### config.mk
export PLATFORM = sky130hd
export DESIGN_NAME = quicksort_engine
export DESIGN_NICKNAME = d
export VERILOG_FILES = /design/src/qse_pkg.sv /design/src/quicksort_engine.sv
export SDC_FILE = /design/constraint.sdc
export NUM_CORES = 1
export LEC_CHECK = 0
export BUFFER_PORTS_ARGS = -buffer_cell sky130_fd_sc_hd__buf_4
export CORE_MARGIN = 10
export CORE_UTILIZATION = 62
export CTS_CLUSTER_DIAMETER = 30
export CTS_CLUSTER_SIZE = 24
export DETAILED_ROUTE_END_ITERATION = 10
export PLACE_DENSITY = 0.83
export SYNTH_ARGS = -nofsm -noshare
export SYNTH_HDL_FRONTEND = slang
export SYNTH_SLANG_ARGS = --single-unit
### constraint.sdc
create_clock -name clk -period 7.3 [get_ports clk]
set_clock_uncertainty 0.05 [all_clocks]
set_input_delay 0.73 -clock clk [delete_from_list [all_inputs] [get_ports clk]]
set_output_delay 0.73 -clock clk [all_outputs]
set_load 0.1 [all_outputs]
### src/qse_pkg.sv
package qse_pkg;

  // Width of one element of the set.
  localparam int unsigned DATA_W = 32;

  // Sequencer states, one-hot.
  typedef enum logic [12:0] {
    ST_LOAD  = 13'b0000000000001,
    ST_POP   = 13'b0000000000010,
    ST_POPW  = 13'b0000000000100,
    ST_PIV   = 13'b0000000001000,
    ST_SCAN  = 13'b0000000010000,
    ST_SW1   = 13'b0000000100000,
    ST_SW2   = 13'b0000001000000,
    ST_FIN   = 13'b0000010000000,
    ST_FIN2  = 13'b0000100000000,
    ST_PUSH1 = 13'b0001000000000,
    ST_PUSH2 = 13'b0010000000000,
    ST_ORD   = 13'b0100000000000,
    ST_OLD   = 13'b1000000000000
  } state_t;

endpackage

### src/quicksort_engine.sv
// quicksort_engine: collects a set of signed 32-bit values, sorts them in
// ascending order and streams them back out.
//
// Input channel (in_valid/in_ready, value, final_item): one element per
// transaction. Up to MAX_ELEMENTS elements are kept; any beyond that are
// dropped. The transaction that carries final_item starts the sort, and
// in_ready stays low until the last sorted element has been placed in the
// output register.
// Sorting is quicksort with a Lomuto partition (pivot = last element of a
// range), driven by a stack of pending ranges held in a small memory. A
// partition pass over a range of n elements scans n-1 elements; the element
// memory has a single write port, so an exchange takes two writes. Each range
// is also popped, its pivot fetched, the pivot placed and the halves with two
// or more elements pushed; the whole sort does O(n log n) work on typical data
// and O(n^2) on ordered sets.
// Output channel (out_valid/out_ready, sorted_value, end_of_set): each element
// is read from the element memory while the one before it may still wait in the
// output register; a stall holds the output register and the readout waits.
// end_of_set marks the last element. The next set may be loaded while that last element waits.
// Reset (synchronous, active high) empties the set and the range stack;
// memory contents need no clearing.
module quicksort_engine #(
  parameter int unsigned MAX_ELEMENTS = 16
) (
  input  logic               clk,
  input  logic               rst,
  input  logic               in_valid,
  output logic               in_ready,
  input  logic signed [31:0] value,
  input  logic               final_item,
  output logic               out_valid,
  input  logic               out_ready,
  output logic signed [31:0] sorted_value,
  output logic               end_of_set
);

  localparam int unsigned IW = $clog2(MAX_ELEMENTS);
  localparam int unsigned CW = $clog2(MAX_ELEMENTS + 1);
  localparam int unsigned DW = qse_pkg::DATA_W;
  localparam logic [CW-1:0] MAX_C = CW'(MAX_ELEMENTS);
  localparam logic [IW-1:0] ONE_I = IW'(1);
  localparam logic [IW:0]   ONE_X = (IW+1)'(1);

  // Element memory and range stack memory (one write, one registered read).
  logic signed [DW-1:0] store [MAX_ELEMENTS];
  logic        [2*IW-1:0] stack [MAX_ELEMENTS];

  logic                 st_we;
  logic [IW-1:0]        st_waddr, st_raddr;
  logic signed [DW-1:0] st_wdata, st_rdata;
  logic                 sk_we;
  logic [IW-1:0]        sk_waddr, sk_raddr;
  logic [2*IW-1:0]      sk_wdata, sk_rdata;

  always_ff @(posedge clk) begin
    if (st_we) begin
      store[st_waddr] <= st_wdata;
    end
    st_rdata <= store[st_raddr];
  end

  always_ff @(posedge clk) begin
    if (sk_we) begin
      stack[sk_waddr] <= sk_wdata;
    end
    sk_rdata <= stack[sk_raddr];
  end

  // Control and datapath registers.
  qse_pkg::state_t      state, state_next;
  logic [CW-1:0]        count, count_next;
  logic [CW-1:0]        sp, sp_next;
  logic [IW-1:0]        lo, lo_next, hi, hi_next;
  logic [IW-1:0]        j, j_next, boundary, boundary_next;
  logic [IW-1:0]        k, k_next;
  logic signed [DW-1:0] pivot, pivot_next, vj, vj_next, vb, vb_next;
  logic                 out_valid_next;
  logic signed [DW-1:0] sorted_value_next;
  logic                 end_of_set_next;

  logic [CW-1:0] cnt_new;
  logic [CW-1:0] sp_dec;
  logic [IW-1:0] j_inc;
  logic          out_free;
  logic          k_last;

  assign in_ready = (state == qse_pkg::ST_LOAD);
  assign sp_dec   = sp - CW'(1);
  assign j_inc    = j + ONE_I;
  assign out_free = !out_valid || out_ready;
  assign k_last   = ((CW'(k) + CW'(1)) == count);
  assign cnt_new  = (count < MAX_C) ? count + CW'(1) : count;

  // Index of the last stored element, given a count of at least one.
  function automatic logic [IW-1:0] sp_dec_fix(input logic [CW-1:0] n);
    logic [CW-1:0] m;
    m = n - CW'(1);
    return m[IW-1:0];
  endfunction

  always_comb begin
    state_next        = state;
    count_next        = count;
    sp_next           = sp;
    lo_next           = lo;
    hi_next           = hi;
    j_next            = j;
    boundary_next     = boundary;
    k_next            = k;
    pivot_next        = pivot;
    vj_next           = vj;
    vb_next           = vb;
    out_valid_next    = out_ready ? 1'b0 : out_valid;
    sorted_value_next = sorted_value;
    end_of_set_next   = end_of_set;
    st_we             = 1'b0;
    st_waddr          = j;
    st_wdata          = vj;
    st_raddr          = j;
    sk_we             = 1'b0;
    sk_waddr          = sp[IW-1:0];
    sk_wdata          = {lo, hi};
    sk_raddr          = sp_dec[IW-1:0];

    case (state)
      qse_pkg::ST_LOAD: begin
        if (in_valid) begin
          if (count < MAX_C) begin
            st_we    = 1'b1;
            st_waddr = count[IW-1:0];
            st_wdata = value;
          end
          count_next = cnt_new;
          if (final_item) begin
            // The whole set is the first range to partition.
            if (cnt_new >= CW'(2)) begin
              sk_we    = 1'b1;
              sk_waddr = '0;
              sk_wdata = {{IW{1'b0}}, sp_dec_fix(cnt_new)};
              sp_next  = CW'(1);
            end
            state_next = qse_pkg::ST_POP;
          end
        end
      end
      qse_pkg::ST_POP: begin
        if (sp == '0) begin
          k_next     = '0;
          state_next = qse_pkg::ST_ORD;
        end else begin
          sp_next    = sp_dec;
          state_next = qse_pkg::ST_POPW;
        end
      end
      qse_pkg::ST_POPW: begin
        lo_next    = sk_rdata[2*IW-1:IW];
        hi_next    = sk_rdata[IW-1:0];
        st_raddr   = sk_rdata[IW-1:0];
        state_next = qse_pkg::ST_PIV;
      end
      qse_pkg::ST_PIV: begin
        pivot_next    = st_rdata;
        boundary_next = lo;
        j_next        = lo;
        st_raddr      = lo;
        state_next    = qse_pkg::ST_SCAN;
      end
      qse_pkg::ST_SCAN: begin
        vj_next = st_rdata;
        if (j == hi) begin
          st_raddr   = boundary;
          state_next = (boundary == hi) ? qse_pkg::ST_PUSH1 : qse_pkg::ST_FIN;
        end else if (st_rdata < pivot) begin
          if (boundary == j) begin
            // Exchanging an element with itself changes nothing.
            boundary_next = boundary + ONE_I;
            j_next        = j_inc;
            st_raddr      = j_inc;
          end else begin
            st_raddr   = boundary;
            state_next = qse_pkg::ST_SW1;
          end
        end else begin
          j_next   = j_inc;
          st_raddr = j_inc;
        end
      end
      qse_pkg::ST_SW1: begin
        vb_next    = st_rdata;
        st_we      = 1'b1;
        st_waddr   = boundary;
        st_wdata   = vj;
        state_next = qse_pkg::ST_SW2;
      end
      qse_pkg::ST_SW2: begin
        st_we         = 1'b1;
        st_waddr      = j;
        st_wdata      = vb;
        boundary_next = boundary + ONE_I;
        j_next        = j_inc;
        st_raddr      = j_inc;
        state_next    = qse_pkg::ST_SCAN;
      end
      qse_pkg::ST_FIN: begin
        vb_next    = st_rdata;
        st_we      = 1'b1;
        st_waddr   = boundary;
        st_wdata   = pivot;
        state_next = qse_pkg::ST_FIN2;
      end
      qse_pkg::ST_FIN2: begin
        st_we      = 1'b1;
        st_waddr   = hi;
        st_wdata   = vb;
        state_next = qse_pkg::ST_PUSH1;
      end
      qse_pkg::ST_PUSH1: begin
        if ({1'b0, boundary} > ({1'b0, lo} + ONE_X)) begin
          sk_we    = 1'b1;
          sk_wdata = {lo, boundary - ONE_I};
          sp_next  = sp + CW'(1);
        end
        state_next = qse_pkg::ST_PUSH2;
      end
      qse_pkg::ST_PUSH2: begin
        if (({1'b0, boundary} + ONE_X) < {1'b0, hi}) begin
          sk_we    = 1'b1;
          sk_wdata = {boundary + ONE_I, hi};
          sp_next  = sp + CW'(1);
        end
        state_next = qse_pkg::ST_POP;
      end
      qse_pkg::ST_ORD: begin
        st_raddr   = k;
        state_next = qse_pkg::ST_OLD;
      end
      qse_pkg::ST_OLD: begin
        // Keep the address steady so the read data survives a stall.
        st_raddr = k;
        if (out_free) begin
          out_valid_next    = 1'b1;
          sorted_value_next = st_rdata;
          end_of_set_next   = k_last;
          if (k_last) begin
            count_next = '0;
            sp_next    = '0;
            state_next = qse_pkg::ST_LOAD;
          end else begin
            k_next     = k + ONE_I;
            state_next = qse_pkg::ST_ORD;
          end
        end
      end
      default: begin
        state_next = qse_pkg::ST_LOAD;
      end
    endcase
  end

  always_ff @(posedge clk) begin
    if (rst) begin
      state     <= qse_pkg::ST_LOAD;
      count     <= '0;
      sp        <= '0;
      out_valid <= 1'b0;
    end else begin
      state     <= state_next;
      count     <= count_next;
      sp        <= sp_next;
      out_valid <= out_valid_next;
    end
  end

  always_ff @(posedge clk) begin
    lo           <= lo_next;
    hi           <= hi_next;
    j            <= j_next;
    boundary     <= boundary_next;
    k            <= k_next;
    pivot        <= pivot_next;
    vj           <= vj_next;
    vb           <= vb_next;
    sorted_value <= sorted_value_next;
    end_of_set   <= end_of_set_next;
  end

  // Pending ranges are disjoint and hold two or more elements each.
  a_stack_bound: assert property (@(posedge clk) disable iff (rst)
    sp <= CW'(MAX_ELEMENTS / 2))
    else $error("range stack deeper than the set allows");

  // During a partition pass the boundary never passes the scan index.
  a_scan_order: assert property (@(posedge clk) disable iff (rst)
    (state == qse_pkg::ST_SCAN) |-> (boundary <= j && j <= hi && lo <= boundary))
    else $error("partition indexes out of order");

  // The element count never exceeds the store depth.
  a_count_bound: assert property (@(posedge clk) disable iff (rst)
    count <= MAX_C)
    else $error("element count beyond store depth");

  // A final element closes the input until the sorted set is read out.
  a_final_closes: assert property (@(posedge clk) disable iff (rst)
    (in_valid && in_ready && final_item) |=> !in_ready)
    else $error("input still open after the final element");

endmodule

==> flow_summary.toml <==
[outcome]
status = "completed"

[cts]
cts_setup_buffers = 0
clockBufferDepth = 3
clk_latency_ns = 0.74
cts_tree = "built"
htreeDepth = 4
ctsHoldBuffers = 0
post_cts_resized = 0
root_buffer = "clkbuf_16"
clock-sinks = 853
numCtsBuffers = 135
clk_pin_slew_worst_paths_ns = 0.06

[global_routing]
antenna_found_initial = 0
grt_pass1_vias = 22560
grt_max_degree = 100
grt_pass1_wl_um = 143900
track_usage = 0.2899
grt.overflow.total = 0

[sta]
fmax_mhz = 183.4
setup_violations = 0
tightestPinTransition_ns = 1.224
rsz0062_at_grt = "false"
fin_crit_sh = 0.7471
setup_tns_ns = 0
finalHoldViolations = 0
max_slew_margin = 0.1843
hold_ws_ns = 0.2438
post-route-min-period_ns = 5.454
drv_slew = 0

[placement]
hpwlAfterDp_um = 56880
gp_congestion = 0.9443
dpl_cell_area_um2 = 36220
numPortBuffers = 71

[yosys]
synth_top_area_frac = 0.6786
synth.distinct_cells = 78
yosys.area.top_type = "edfxtp_1"
synth_seq_cells = 853
yosys-top-cells-area = "edfxtp_1 (68%), dfxtp_1 (3.7%), mux2i_1 (2.8%), nand2_1 (2.7%), mux4_2 (2.6%)"
yosys_warnings = 0
synthesis.area_um2 = 34920
synthTopCellsByCount = "edfxtp_1 (789), nand2_1 (247), nand3_1 (150)"
synth_ff_type = "edfxtp_1"
synth-edff-count = 789
synthCells = 2350
synth_nets = 2437
post-synth-top-count-cell = "edfxtp_1"
synthArstFlopShare = 0
seq_area_frac_synth = 0.7153
synth.avg_cell_area_um2 = 14.86

[final_layout]
area_growth_pct = 16.90
final_nets = 2531
stdcell_area_um2 = 40820
area.sequential_um2 = 24980
n_fill_cell = 3068
multi_input_area_um2 = 9344
final_layout_size_suffix_gt1_frac = 0.1677

[critical_path]
arrival_ns = 6.01
required_ns = 7.86
cp-end-kind = "flop"
crit_type = "flop to flop"
startpoint_type = "flop"
path_max_fanout = 35

[route]
first_pass_iters = 9
via_per_inst = 6.909
wire_per_inst_um = 29.43
vias = 22850
dr.first_iter.drc_count = 3548
routed_wl_um = 97320
ant_nets = 0
drc = 0

[hold_path]
hold_class = "input port to flop"

[floorplan]
die_area_um2 = 66210
die_h_um = 257.3
initial_core_util = 0.6301
row_count = 86
fp.dieW_um = 257.3
io_pins = 72
core_area_um2 = 55420

[pwr]
leakage_nw = 14.07
max-vdd-ir-drop_mv = 0.2750
cellPowerDensity_nw_per_um2 = 320.8

[flow_run]
drv_cap = 0
[area by class of cell]
type | instances | area share
Antenna cell | 1 | 0.00006131
Clock buffer | 153 | 0.08648
Clock inverter | 98 | 0.02612
Inverter | 49 | 0.004506
Multi-Input combinational cell | 1303 | 0.2289
Sequential cell | 853 | 0.6119
Tap cell | 748 | 0.02293
Timing Repair Buffer | 102 | 0.01907
[report_power, final]
part	internal, mW	total (mW)	leakage, nW	switching (mW)
combinational	0.194	0.914	4.19	0.720
clock	3.98	6.39	2.22	2.41
sequential	5.72	5.79	7.66	0.0691
[final timing paths]
kind,start,endpoint,slack [ns],cells past startpoint
max,state[1]$_SDFFE_PP0P_,st_rdata[4]$_DFF_P_,1.85,13
min,rst,sp[0]$_SDFFE_PP0P_,0.24,2
max reg2reg,state[1]$_SDFFE_PP0P_,st_rdata[4]$_DFF_P_,1.85,13
min reg2reg,sk_rdata[7]$_DFF_P_,lo[3]$_DFFE_PN_,0.36,0
[registers in the layout, indices dropped and copies added (netlist names)]
register / flops
boundary: 4
count: 5
end_of_set: 1
hi: 4
j: 4
k: 4
lo: 4
out_valid: 1
pivot: 32
sk_rdata: 8
sorted_value: 32
sp: 5
st_rdata: 32
stack: 128
state: 13
store: 512
vb: 32
vj: 32
[critical path: stages (launching register included)]
cell and delay (ns):
dfxtp_1 0.34, or4_1 0.69, or3_4 0.47, nor2_4 0.46
buf_4 0.42, nor3_1 0.18, a21oi_1 0.18, o31ai_1 0.15
a2111o_1 0.34, buf_4 0.29, nor3b_2 0.91, buf_4 0.40
a32o_1 0.33, nor4_1 0.09
[cells by family (layout without fill, tap and decap cells)]
logic type | Yosys count | count (layout) | share of synthesized area
other cells | 0 | 1 | 0
compound gates | 412 | 412 | 0.08296
mux | 174 | 174 | 0.06554
xor+xnor | 33 | 33 | 0.008278
fa+ha+maj | 50 | 50 | 0.01792
buf+inv | 194 | 402 | 0.02297
flops | 853 | 853 | 0.7153
simple gates | 634 | 634 | 0.08708
[through the flow]
stage               std cells  power (mW)    util  setup WS, ns
floorplan                2350       6.338       -         1.757
global placement         3055       6.701  0.6536         2.143
detailed placement       3055       6.746  0.6536         1.974
CTS                      3306       13.08  0.7365         1.918
global route             3306       13.37  0.7365         1.550
finish                   3307       13.09  0.7365         1.846
[placed cells by master, fill, tap and decap left out, types with 38 or more instances in the layout]
cell and count:
inv_1 49, a21oi_1 63, mux2i_1 97, nand2_1 247
buf_4 101, nor4_1 38, a32o_1 63, clkbuf_16 138
edfxtp_1 789, o21ai_0 147, mux4_2 40, nand3_1 150
dfxtp_1 63, nor2_1 61, ha_1 50
[metal layers]
| layer | vias to the layer above | GRT usage | share of wire |
|---|---|---|---|
| met5 | - | 0 | 0 |
| met4 | 0 | 0.1849 | 0.067 |
| met3 | 395 | 0.07007 | 0.11 |
| met2 | 1852 | 0.4599 | 0.48 |
| met1 | 11180 | 0.3547 | 0.34 |
| li1 | 9419 | - | - |
No activity file was read; power rests on OpenSTA's default activity.
